## src/hdl/humidity_temp_frame_decoder_top_macros.svh

```systemverilog
// Assertion macros for the humidity/temperature frame decoder.
// Used by humidity_temp_frame_decoder_top; expects clk and rst_n in scope.
`ifndef HUMIDITY_TEMP_FRAME_DECODER_TOP_MACROS_SVH
`define HUMIDITY_TEMP_FRAME_DECODER_TOP_MACROS_SVH
`ifndef SYNTHESIS
`define HTFD_ASSERT_IMP(lbl, ante, cons) \
    lbl: assert property (@(posedge clk) disable iff (!rst_n) (ante) |-> (cons)) \
        else $error("assertion failed");
`define HTFD_ASSERT_NEXT(lbl, ante, cons) \
    lbl: assert property (@(posedge clk) disable iff (!rst_n) (ante) |=> (cons)) \
        else $error("assertion failed");
`else
`define HTFD_ASSERT_IMP(lbl, ante, cons)
`define HTFD_ASSERT_NEXT(lbl, ante, cons)
`endif
`endif

```

## src/hdl/htfd_pkg.sv

```systemverilog
// Package for the humidity/temperature frame decoder: widths, byte positions,
// CRC-8 step and the divide-by-65535 helper. No dependencies.
package htfd_pkg;

    localparam int BYTE_W    = 8;
    localparam int TEMP_W    = 15;
    localparam int HUM_W     = 14;
    localparam int OUT_W     = 32;
    localparam int POS_W     = 3;
    localparam int PROD_W    = 31;

    localparam logic [7:0] CRC_INIT = 8'hFF;
    localparam logic [7:0] CRC_POLY = 8'h31;

    localparam logic [15:0] TEMP_SCALE = 16'd17500;
    localparam logic [15:0] HUM_SCALE  = 16'd12500;
    localparam logic [14:0] TEMP_OFFS  = 15'd4500;
    localparam logic [14:0] HUM_OFFS   = 15'd600;
    localparam logic [14:0] HUM_MAX    = 15'd10000;
    localparam logic [15:0] WORD_MAX   = 16'hFFFF;

    typedef enum logic [2:0] {
        POS_T_HI  = 3'd0,
        POS_T_LO  = 3'd1,
        POS_T_CRC = 3'd2,
        POS_H_HI  = 3'd3,
        POS_H_LO  = 3'd4,
        POS_H_CRC = 3'd5
    } pos_t;

    // CRC-8, MSB first, one byte fully unrolled
    function automatic logic [7:0] crc8_byte(input logic [7:0] crc, input logic [7:0] b);
        logic [7:0] c;
        c = crc ^ b;
        for (int i = 0; i < 8; i++) begin
            if (c[7])
                c = {c[6:0], 1'b0} ^ CRC_POLY;
            else
                c = {c[6:0], 1'b0};
        end
        return c;
    endfunction

    // floor(x / 65535) for x < 17501 * 65535: x = q0*65536 + lo = q0*65535 + (lo + q0)
    function automatic logic [14:0] div_65535(input logic [PROD_W-1:0] x);
        logic [14:0] q0;
        logic [16:0] r;
        q0 = x[PROD_W-1:16];
        r  = {1'b0, x[15:0]} + {2'b00, q0};
        return q0 + {14'd0, (r >= {1'b0, WORD_MAX})};
    endfunction

endpackage

```

## src/hdl/humidity_temp_frame_decoder_top.sv

```systemverilog
// The result of a frame passes the input register, stage 1, stage 2 and the output register to m_axis.
// Throughput: one byte per cycle unless m_axis back-pressure fills the pipeline; one result per six bytes.
// Stages: input register -> byte/CRC state update -> scale multiply -> divide/offset/clamp.
// Reset (rst_n low, async): all stages empty, byte count 0, running CRC all ones.
// Uses htfd_pkg and humidity_temp_frame_decoder_top_macros.svh.
`include "humidity_temp_frame_decoder_top_macros.svh"

module humidity_temp_frame_decoder_top (
    input  logic                        clk,
    input  logic                        rst_n,
    input  logic                        s_axis_tvalid,
    output logic                        s_axis_tready,
    input  logic [htfd_pkg::BYTE_W-1:0] s_axis_tdata,  // [7:0] data_byte
    input  logic                        s_axis_tuser,  // [0] frame_start
    output logic                        m_axis_tvalid,
    input  logic                        m_axis_tready,
    // [14:0] temp_centi_c, [28:15] humidity_centi_pct, [29] temp_crc_ok,
    // [30] humidity_crc_ok, [31] sample_valid
    output logic [htfd_pkg::OUT_W-1:0]  m_axis_tdata
);

    // input register
    logic                        in_valid_reg;
    logic [htfd_pkg::BYTE_W-1:0] in_byte_reg;
    logic                        in_start_reg;

    // frame state
    logic [htfd_pkg::POS_W-1:0]  pos_reg, pos_next;
    logic [7:0]                  crc_reg, crc_next;
    logic [15:0]                 temp_word_reg, temp_word_next;
    logic [7:0]                  hum_hi_reg, hum_hi_next;
    logic [7:0]                  hum_lo_reg, hum_lo_next;
    logic                        t_ok_reg, t_ok_next;

    // stage 1: raw words
    logic                        p1_valid_reg;
    logic [15:0]                 p1_temp_reg, p1_hum_reg;
    logic                        p1_t_ok_reg, p1_h_ok_reg;

    // stage 2: scaled products
    logic                        p2_valid_reg;
    logic [htfd_pkg::PROD_W-1:0] p2_temp_reg, p2_hum_reg;
    logic                        p2_t_ok_reg, p2_h_ok_reg;

    // output register
    logic                        out_valid_reg;
    logic [htfd_pkg::OUT_W-1:0]  out_data_reg;

    logic [htfd_pkg::POS_W-1:0]  pos_eff;
    logic                        is_last;
    logic                        h_ok;
    logic                        out_free, p2_free, p1_free, in_fire;
    logic [14:0]                 q_t, q_h;
    logic [14:0]                 temp_val;
    logic [13:0]                 hum_val;

    assign out_free = !out_valid_reg || m_axis_tready;
    assign p2_free  = !p2_valid_reg || out_free;
    assign p1_free  = !p1_valid_reg || p2_free;

    // frame start or an out-of-range count restarts the frame
    assign pos_eff = (in_start_reg || pos_reg > htfd_pkg::POS_W'(htfd_pkg::POS_H_CRC))
                     ? htfd_pkg::POS_W'(htfd_pkg::POS_T_HI) : pos_reg;
    assign is_last = (pos_eff == htfd_pkg::POS_W'(htfd_pkg::POS_H_CRC));
    assign in_fire = in_valid_reg && (!is_last || p1_free);
    assign h_ok    = (crc_reg == in_byte_reg);

    assign s_axis_tready = !in_valid_reg || in_fire;

    always_comb
    begin
        pos_next       = pos_eff + 3'd1;
        crc_next       = crc_reg;
        temp_word_next = temp_word_reg;
        hum_hi_next    = hum_hi_reg;
        hum_lo_next    = hum_lo_reg;
        t_ok_next      = t_ok_reg;
        case (htfd_pkg::pos_t'(pos_eff))
            htfd_pkg::POS_T_HI:
            begin
                crc_next       = htfd_pkg::crc8_byte(htfd_pkg::CRC_INIT, in_byte_reg);
                temp_word_next = {in_byte_reg, 8'h00};
            end
            htfd_pkg::POS_T_LO:
            begin
                crc_next       = htfd_pkg::crc8_byte(crc_reg, in_byte_reg);
                temp_word_next = {temp_word_reg[15:8], in_byte_reg};
            end
            htfd_pkg::POS_T_CRC:
            begin
                t_ok_next = (crc_reg == in_byte_reg);
                crc_next  = htfd_pkg::CRC_INIT;
            end
            htfd_pkg::POS_H_HI:
            begin
                crc_next    = htfd_pkg::crc8_byte(htfd_pkg::CRC_INIT, in_byte_reg);
                hum_hi_next = in_byte_reg;
            end
            htfd_pkg::POS_H_LO:
            begin
                crc_next    = htfd_pkg::crc8_byte(crc_reg, in_byte_reg);
                hum_lo_next = in_byte_reg;
            end
            default:
            begin
                crc_next = htfd_pkg::CRC_INIT;
                pos_next = htfd_pkg::POS_W'(htfd_pkg::POS_T_HI);
            end
        endcase
    end

    always_ff @(posedge clk or negedge rst_n)
    begin
        if (!rst_n)
        begin
            in_valid_reg  <= 1'b0;
            pos_reg       <= '0;
            crc_reg       <= htfd_pkg::CRC_INIT;
            temp_word_reg <= '0;
            hum_hi_reg    <= '0;
            hum_lo_reg    <= '0;
            t_ok_reg      <= 1'b0;
            p1_valid_reg  <= 1'b0;
            p2_valid_reg  <= 1'b0;
            out_valid_reg <= 1'b0;
        end
        else
        begin
            if (s_axis_tready)
                in_valid_reg <= s_axis_tvalid;
            if (in_fire)
            begin
                pos_reg       <= pos_next;
                crc_reg       <= crc_next;
                temp_word_reg <= temp_word_next;
                hum_hi_reg    <= hum_hi_next;
                hum_lo_reg    <= hum_lo_next;
                t_ok_reg      <= t_ok_next;
            end
            if (p1_free)
                p1_valid_reg <= in_fire && is_last;
            if (p2_free)
                p2_valid_reg <= p1_valid_reg;
            if (out_free)
                out_valid_reg <= p2_valid_reg;
        end
    end

    // payload registers
    always_ff @(posedge clk)
    begin
        if (s_axis_tready)
        begin
            in_byte_reg  <= s_axis_tdata;
            in_start_reg <= s_axis_tuser;
        end
        if (p1_free && in_fire && is_last)
        begin
            p1_temp_reg <= temp_word_reg;
            p1_hum_reg  <= {hum_hi_reg, hum_lo_reg};
            p1_t_ok_reg <= t_ok_reg;
            p1_h_ok_reg <= h_ok;
        end
        if (p2_free && p1_valid_reg)
        begin
            p2_temp_reg <= htfd_pkg::PROD_W'(p1_temp_reg)
                           * htfd_pkg::PROD_W'(htfd_pkg::TEMP_SCALE);
            p2_hum_reg  <= htfd_pkg::PROD_W'(p1_hum_reg)
                           * htfd_pkg::PROD_W'(htfd_pkg::HUM_SCALE);
            p2_t_ok_reg <= p1_t_ok_reg;
            p2_h_ok_reg <= p1_h_ok_reg;
        end
        if (out_free && p2_valid_reg)
            out_data_reg <= {p2_t_ok_reg && p2_h_ok_reg, p2_h_ok_reg, p2_t_ok_reg,
                             hum_val, temp_val};
    end

    assign q_t      = htfd_pkg::div_65535(p2_temp_reg);
    assign q_h      = htfd_pkg::div_65535(p2_hum_reg);
    assign temp_val = q_t - htfd_pkg::TEMP_OFFS;  // two's complement, -4500..13000

    always_comb
    begin
        if (q_h < htfd_pkg::HUM_OFFS)
            hum_val = '0;
        else if (q_h - htfd_pkg::HUM_OFFS > htfd_pkg::HUM_MAX)
            hum_val = htfd_pkg::HUM_W'(htfd_pkg::HUM_MAX);
        else
            hum_val = htfd_pkg::HUM_W'(q_h - htfd_pkg::HUM_OFFS);
    end

    assign m_axis_tvalid = out_valid_reg;
    assign m_axis_tdata  = out_data_reg;

    `HTFD_ASSERT_IMP(a_pos_range, 1'b1, pos_reg <= htfd_pkg::POS_W'(htfd_pkg::POS_H_CRC))
    `HTFD_ASSERT_IMP(a_valid_flags, m_axis_tvalid && m_axis_tdata[31],
                     m_axis_tdata[30] && m_axis_tdata[29])
    `HTFD_ASSERT_IMP(a_hum_clamp, m_axis_tvalid, m_axis_tdata[28:15] <= 14'd10000)
    `HTFD_ASSERT_NEXT(a_frame_end, in_fire && is_last,
                      pos_reg == htfd_pkg::POS_W'(htfd_pkg::POS_T_HI)
                      && crc_reg == htfd_pkg::CRC_INIT)

endmodule
```

## config.mk

```make
export PLATFORM = sky130hd
export DESIGN_NAME = humidity_temp_frame_decoder_top
export DESIGN_NICKNAME = d
export VERILOG_FILES = /design/src/hdl/htfd_pkg.sv /design/src/hdl/humidity_temp_frame_decoder_top.sv
export VERILOG_INCLUDE_DIRS = /design/src /design/src/hdl
export SDC_FILE = /design/constraint.sdc
export NUM_CORES = 1
export LEC_CHECK = 0
export BUFFER_PORTS_ARGS = -buffer_cell sky130_fd_sc_hd__buf_2
export CORE_MARGIN = 2
export CORE_UTILIZATION = 60
export DETAILED_ROUTE_END_ITERATION = 12
export HOLD_SLACK_MARGIN = 0.12
export PLACE_DENSITY = 0.88
export SLEW_MARGIN = 20
export SYNTH_ARGS = -nofsm -noshare
export SYNTH_HDL_FRONTEND = slang
export SYNTH_SLANG_ARGS = --single-unit
export TNS_END_PERCENT = 50
```

## constraint.sdc

```tcl
create_clock -name clk -period 7.6 [get_ports clk]
set_input_delay 1.14 -clock clk [delete_from_list [all_inputs] [get_ports clk]]
set_output_delay 1.14 -clock clk [all_outputs]
set_load 0.1 [all_outputs]
```

## Yosys cells after proc, flatten, opt, wreduce, memory -nomap -nowiden

Index checks and enable logic that the tools add are counted.
W data, S select, Z words.

| word-level totals | value |
|---|---|
| input bits | 13 |
| register bits | 182 |
| logic and storage cells | 167 |

| cells by class | value |
|---|---|
| bitwise logic cells | 33 |
| reduce and logical (&&, ||, !) cells | 27 |
| muxes and demuxes | 63 |
| $lt $le $gt $ge | 5 |
| $mul | 2 |
| add/sub/neg operators | 7 |
| equality and inequality tests | 6 |

Operators with widths:

| operator | count |
|---|---|
| $mux W8 | 28 |
| $mux W6 | 30 |
| $not A3 Y3 | 30 |
| $ge A17 B16 Y1 const B | 2 |
| $pmux W16 S2 | 1 |
| $pmux W8 S4 | 1 |
| $mul A16 B13 Y29 const B | 1 |
| $mul A16 B12 Y28 const B | 1 |
| $add A16 B14 Y17 | 1 |
| $add A16 B15 Y17 | 1 |
| $add A14 B1 Y15 | 1 |
| $add A15 B1 Y15 | 1 |
| $gt A15 B14 Y1 const B | 1 |
| $lt A15 B10 Y1 const B | 1 |
| $sub A15 B10 Y15 const B | 1 |
| $sub A15 B13 Y15 const B | 1 |
| $mux W14 | 1 |
| $eq A8 B8 Y1 | 1 |
| $not A8 Y8 | 1 |
| $reduce_and A2 Y1 | 4 |
| $xor A8 B8 Y8 | 1 |
| $logic_and A1 B1 Y1 | 7 |
| $eq A3 B2 Y1 const B | 2 |
| $eq A3 B3 Y1 const B | 2 |
| 12 further kinds | 22 |

## Longest topological paths before layout

| depth | value |
|---|---|
| depth after elaboration | 26 |
| mapped depth | 26 |
| mapped depth without buffers | 25 |

## Worst setup path after synthesis

Ideal clock, no wire load.

| path | value |
|---|---|
| path type | register -> register |
| from | reg p2_hum_reg[19] in the netlist's numbering |
| to | reg out_data_reg, in the netlist m_axis_tdata[24] (data pin) |
| required time | 7.341 ns |
| cell stages (with the launch flop) | 26 |
| clock period less this slack | 5.289 ns |
| path buffers | 2 |
| arrival | 5.030 ns |
| setup time | 0.259 ns |
| path slack | 2.311 ns |
| cells stage by stage | edfxtp_1 buf_8 inv_1 fa_1 nor2b_1 o21a_1 o21ai_0 a21boi_0 o211ai_1 a21boi_0 o31ai_1 a21oi_1 a21o_1 ha_1 ha_1 buf_6 nand3_4 xnor2_1 ha_1 nor4b_2 a211o_4 nand2_1 o311a_1 or3b_1 o41a_4 o31a_1 |

| between the ends | value |
|---|---|
| word-level cells in the longest chain between the ends | 6 |

RTL lines:

| item | line | text |
|---|---|---|
| start, declared | humidity_temp_frame_decoder_top.sv:42 | `logic [htfd_pkg::PROD_W-1:0] p2_temp_reg, p2_hum_reg;` |
| start signal, assigned | humidity_temp_frame_decoder_top.sv:168 | `p2_hum_reg <= htfd_pkg::PROD_W'(p1_hum_reg)` |
| $add A16 B14 Y17 | htfd_pkg.sv:49 | `r = {1'b0, x[15:0]} + {2'b00, q0};` |
| $ge A17 B16 Y1 | htfd_pkg.sv:50 | `return q0 + {14'd0, (r >= {1'b0, WORD_MAX})};` |
| $add A14 B1 Y15 (*) | htfd_pkg.sv:50 |  |
| $sub A15 B10 Y15 | humidity_temp_frame_decoder_top.sv:189 | `hum_val = htfd_pkg::HUM_W'(q_h - htfd_pkg::HUM_OFFS);` |
| $gt A15 B14 Y1 | humidity_temp_frame_decoder_top.sv:186 | `else if (q_h - htfd_pkg::HUM_OFFS > htfd_pkg::HUM_MAX)` |
| $mux W14 | humidity_temp_frame_decoder_top.sv:186 |  |
| end signal, assigned | humidity_temp_frame_decoder_top.sv:174 | `out_data_reg <= {p2_t_ok_reg && p2_h_ok_reg, p2_h_ok_reg, p2_t_ok_reg,` |
| end, declared | humidity_temp_frame_decoder_top.sv:47 | `logic [htfd_pkg::OUT_W-1:0] out_data_reg;` |

Mark *: on every way between the ends. The rest lies on a longest branch, timed or not.
A chain may end at the register's enable or synchronous reset.

## Worst setup path in the final report

| path | value |
|---|---|
| from | reg p2_hum_reg[18] in the netlist's numbering |
| to | reg out_data_reg, in the netlist m_axis_tdata[24] (data pin) |

Same word-level chain as after synthesis.

==> impl_metrics.py <==
metrics = {
    "status": {
        "status": "completed",
    },
    "place": {
        "dpl.hpwl_um": 24210,
        "dp_slack_ns": 1.382,
        "place_congestion": 0.8833,
        "port_buffers": 46,
    },
    "synth": {
        "synth_area_mm2": 0.01529,
        "syn_inst": 1407,
        "synthFlopType": "edfxtp_1",
        "synth-adder-area-share": 0.3105,
        "synth_top_family_by_area": "adder cells",
        "synth-edff-count": 134,
        "ys_seq_area_frac": 0.3423,
        "synthArstFlopShare": 0.2637,
        "synth_simple_gate_area_share": 0.08606,
        "ys_types": 81,
        "syn_nets": 1745,
        "synth_compound_area_frac": 0.1061,
        "synthXorXnorAreaFrac": 0.06700,
        "ys.warnings.count": 0,
        "synth-seq-cells": 182,
        "synthMuxAreaShare": 0.02241,
        "avgSynthCellArea_um2": 10.87,
    },
    "die": {
        "core-area_mm2": 0.02511,
        "floorplan.initialDensity": 0.6091,
        "rows": 58,
        "die_h_um": 163.7,
        "die_w_um": 163.7,
        "ioPinCount": 47,
        "die-area_mm2": 0.02678,
    },
    "worst_setup_path": {
        "reg2reg_to": "m_axis_tdata[24]",
        "r2r-start": "p2_hum_reg[18]",
        "crit_required_ns": 7.80,
        "reg2regPathDepth": 24,
        "critPathMaxFanout": 12,
        "cp-start-kind": "flip-flop",
        "worstSetupPathType": "reg -> reg",
        "cp.arrival_ns": 6.43,
        "reg2reg_slack_ns": 1.36,
        "endpoint_kind": "flip-flop",
    },
    "routing": {
        "postRouteAntennaNets": 0,
        "vias": 10590,
        "drcViolationCount": 0,
        "drt_first_iter_violations": 844,
        "wl_per_cell_um": 18.18,
        "avgViaCountPerCell": 5.902,
        "first_pass_iters": 5,
        "totalWireLength_um": 32640,
    },
    "global_routing": {
        "overflow": 0,
        "grt_use_met3": 0.03885,
        "grt_pass1_vias": 11050,
        "grt.total_usage": 0.2541,
        "antenna_found_initial": 0,
        "grtUsageMet1": 0.3156,
        "grt_pass1_wl_um": 53520,
        "met2_usage": 0.4450,
        "grt_busiest_layer": "met2",
        "grt_max_degree": 60,
    },
    "layout": {
        "final_nets": 1790,
        "nFillCells": 1813,
        "multi_input_comb_area_mm2": 0.009067,
        "areaGrowthSynthToFinish_pct": 7.772,
        "drive_gt1_frac": 0.09693,
        "final_cell_mix": "inv_1 (234), ha_1 (234), edfxtp_1 (134)",
        "diodes": 0,
        "fin_util": 0.6565,
        "layout.area.seq_mm2": 0.005235,
        "largest_reg_flops": 32,
    },
    "job": {
        "drv_cap": 0,
    },
    "timing": {
        "fin_worst_skew_ns": 0.01808,
        "setup_viol": 0,
        "fin_crit_sh": 0.8208,
        "slew_headroom": 0.2903,
        "max_slew.worst_pin.slew_ns": 1.065,
        "tns_ns": 0,
        "drv_slew": 0,
        "clock.fmax_ghz": 0.1603,
        "fin_ws_ns": 1.362,
        "hold_violations": 0,
        "rsz0062_at_grt": "no",
        "fin_crit_ns": 6.238,
    },
    "clock_network": {
        "cts_max_path_buffers": 2,
        "postCtsSetupBuffers": 0,
        "cts.repair.resized": 0,
        "cts_tree": "built",
        "htree_levels": 4,
        "clk_latency_ns": 0.46,
        "cts.sinks": 182,
        "cts_hold_buffers": 0,
        "clockRootBuffer": "clkbuf_16",
        "path_clk_slew_ns": 0.08,
        "cts_buffers": 17,
    },
    "power_and_ir_drop": {
        "power_density_mw_per_mm2": 154.7,
        "vdd_ir_drop_max_mv": 0.1388,
        "p_leak_uw": 0.007611,
    },
    "hold_path": {
        "hold_class": "reg -> reg",
        "holdPathStages": 0,
        "holdPathEnd": "p2_t_ok_reg",
        "hold_path_startpoint": "p1_t_ok_reg",
    },
}
[final cells by class]
| class | count | share of cell area |
|---|---|---|
| clock inverters | 15 | 0.01245 |
| inverters | 235 | 0.05351 |
| repair buffers | 49 | 0.01549 |
| flip-flops and latches | 182 | 0.3176 |
| well taps | 330 | 0.02505 |
| clock buffers | 17 | 0.02581 |
| multi-input cells | 967 | 0.5501 |
[synth_stat cells, drive strengths merged, types with 4 or more instances]
library cell  instances  area, um2
a211oi               14      110.1
a21o                 25      187.7
a21oi                63      319.1
a22o                  9      78.83
a31oi                 6      37.54
and2                 10      65.06
and3                  6      37.54
buf                  10      71.31
clkbuf               13      50.04
dfrtp                40       1001
dfstp                 8      210.2
edfxtp              134       4024
fa                   91       1822
ha                  234       2928
inv                 235      882.1
mux2                 26      292.8
mux2i                 5      50.05
nand2                63      239.0
nand2b               14      87.58
nand3                19      107.6
nand4                13      87.58
nor2                 50      187.7
nor2b                21      131.4
nor3                 13      65.06
nor4                  8      56.30
o211ai               12      90.09
o21a                 14      105.1
o21ai                57      285.3
o22ai                 4      25.02
o31a                  6      52.55
o31ai                 8      60.06
or2                   7      43.79
or3                   8      55.05
xnor2                82      718.2
xor2                 35      306.5
[through the flow]
step                total power, uW  cell area, um2  hold WS, ns  cells
CTS                            2550           16480       0.4261   1795
global placement               1601           15850       0.4041   1763
global route                   2646           16480       0.4421   1795
detailed placement             1623           15850       0.4071   1763
floorplan                      1534           15290       0.4003   1407
finish                         2550           16480       0.4267   1795
[worst max-delay path: stages (launching register included)]
cell	delay [ns]
edfxtp_1	0.66
ha_1	0.26
inv_1	0.06
fa_1	0.39
nor2b_1	0.16
o21a_1	0.12
o21ai_0	0.06
a21boi_0	0.17
o211ai_1	0.12
a21boi_0	0.26
o31ai_1	0.10
a21oi_1	0.13
a21o_1	0.11
ha_1	0.27
ha_1	0.40
nand3_4	0.14
xnor2_1	0.15
ha_1	0.25
nor4b_2	0.43
a211o_4	0.19
nand2_1	0.07
o311a_1	0.35
or3b_1	0.37
o41a_4	0.49
o31a_1	0.26
[cell families after synthesis]
kind of cell             after synthesis
adder cells (fa/ha/maj)              325
flip-flops                           182
buffers and inverters                258
AND/OR/NAND/NOR                      249
multiplexers                          31
XOR/XNOR                             117
AO/OA/AOI/OAI                        245
[power by group]
group / switching [uW] / leakage [uW] / internal (uW) / total [uW]
registers: 56.4 / 0.00183 / 1160 / 1220
logic: 214 / 0.00548 / 184 / 398
clock network: 480 / 0.000302 / 451 / 931
total: 750 / 0.00761 / 1800 / 2550
[worst max path at each step]
stage                         from                to  slack, ns  cells past startpoint
detailed placement  p2_hum_reg[18]  m_axis_tdata[24]       1.38                     24
finish              p2_hum_reg[18]  m_axis_tdata[24]       1.36                     24
global placement    p2_hum_reg[18]  m_axis_tdata[24]       1.53                     24
global route        p2_hum_reg[18]  m_axis_tdata[24]       0.85                     24
floorplan           p2_hum_reg[19]  m_axis_tdata[24]       2.31                     25
CTS                 p2_hum_reg[18]  m_axis_tdata[24]       1.35                     24
[metal layers]
| layer | vias to the layer above | wire, um |
|---|---|---|
| met5 | - | 0 |
| met2 | 393 | 16250 |
| li1 | 4968 | - |
| met1 | 5129 | 13700 |
| met4 | 0 | 1057 |
| met3 | 104 | 1634 |
No activity file was read; power rests on OpenSTA's default activity.
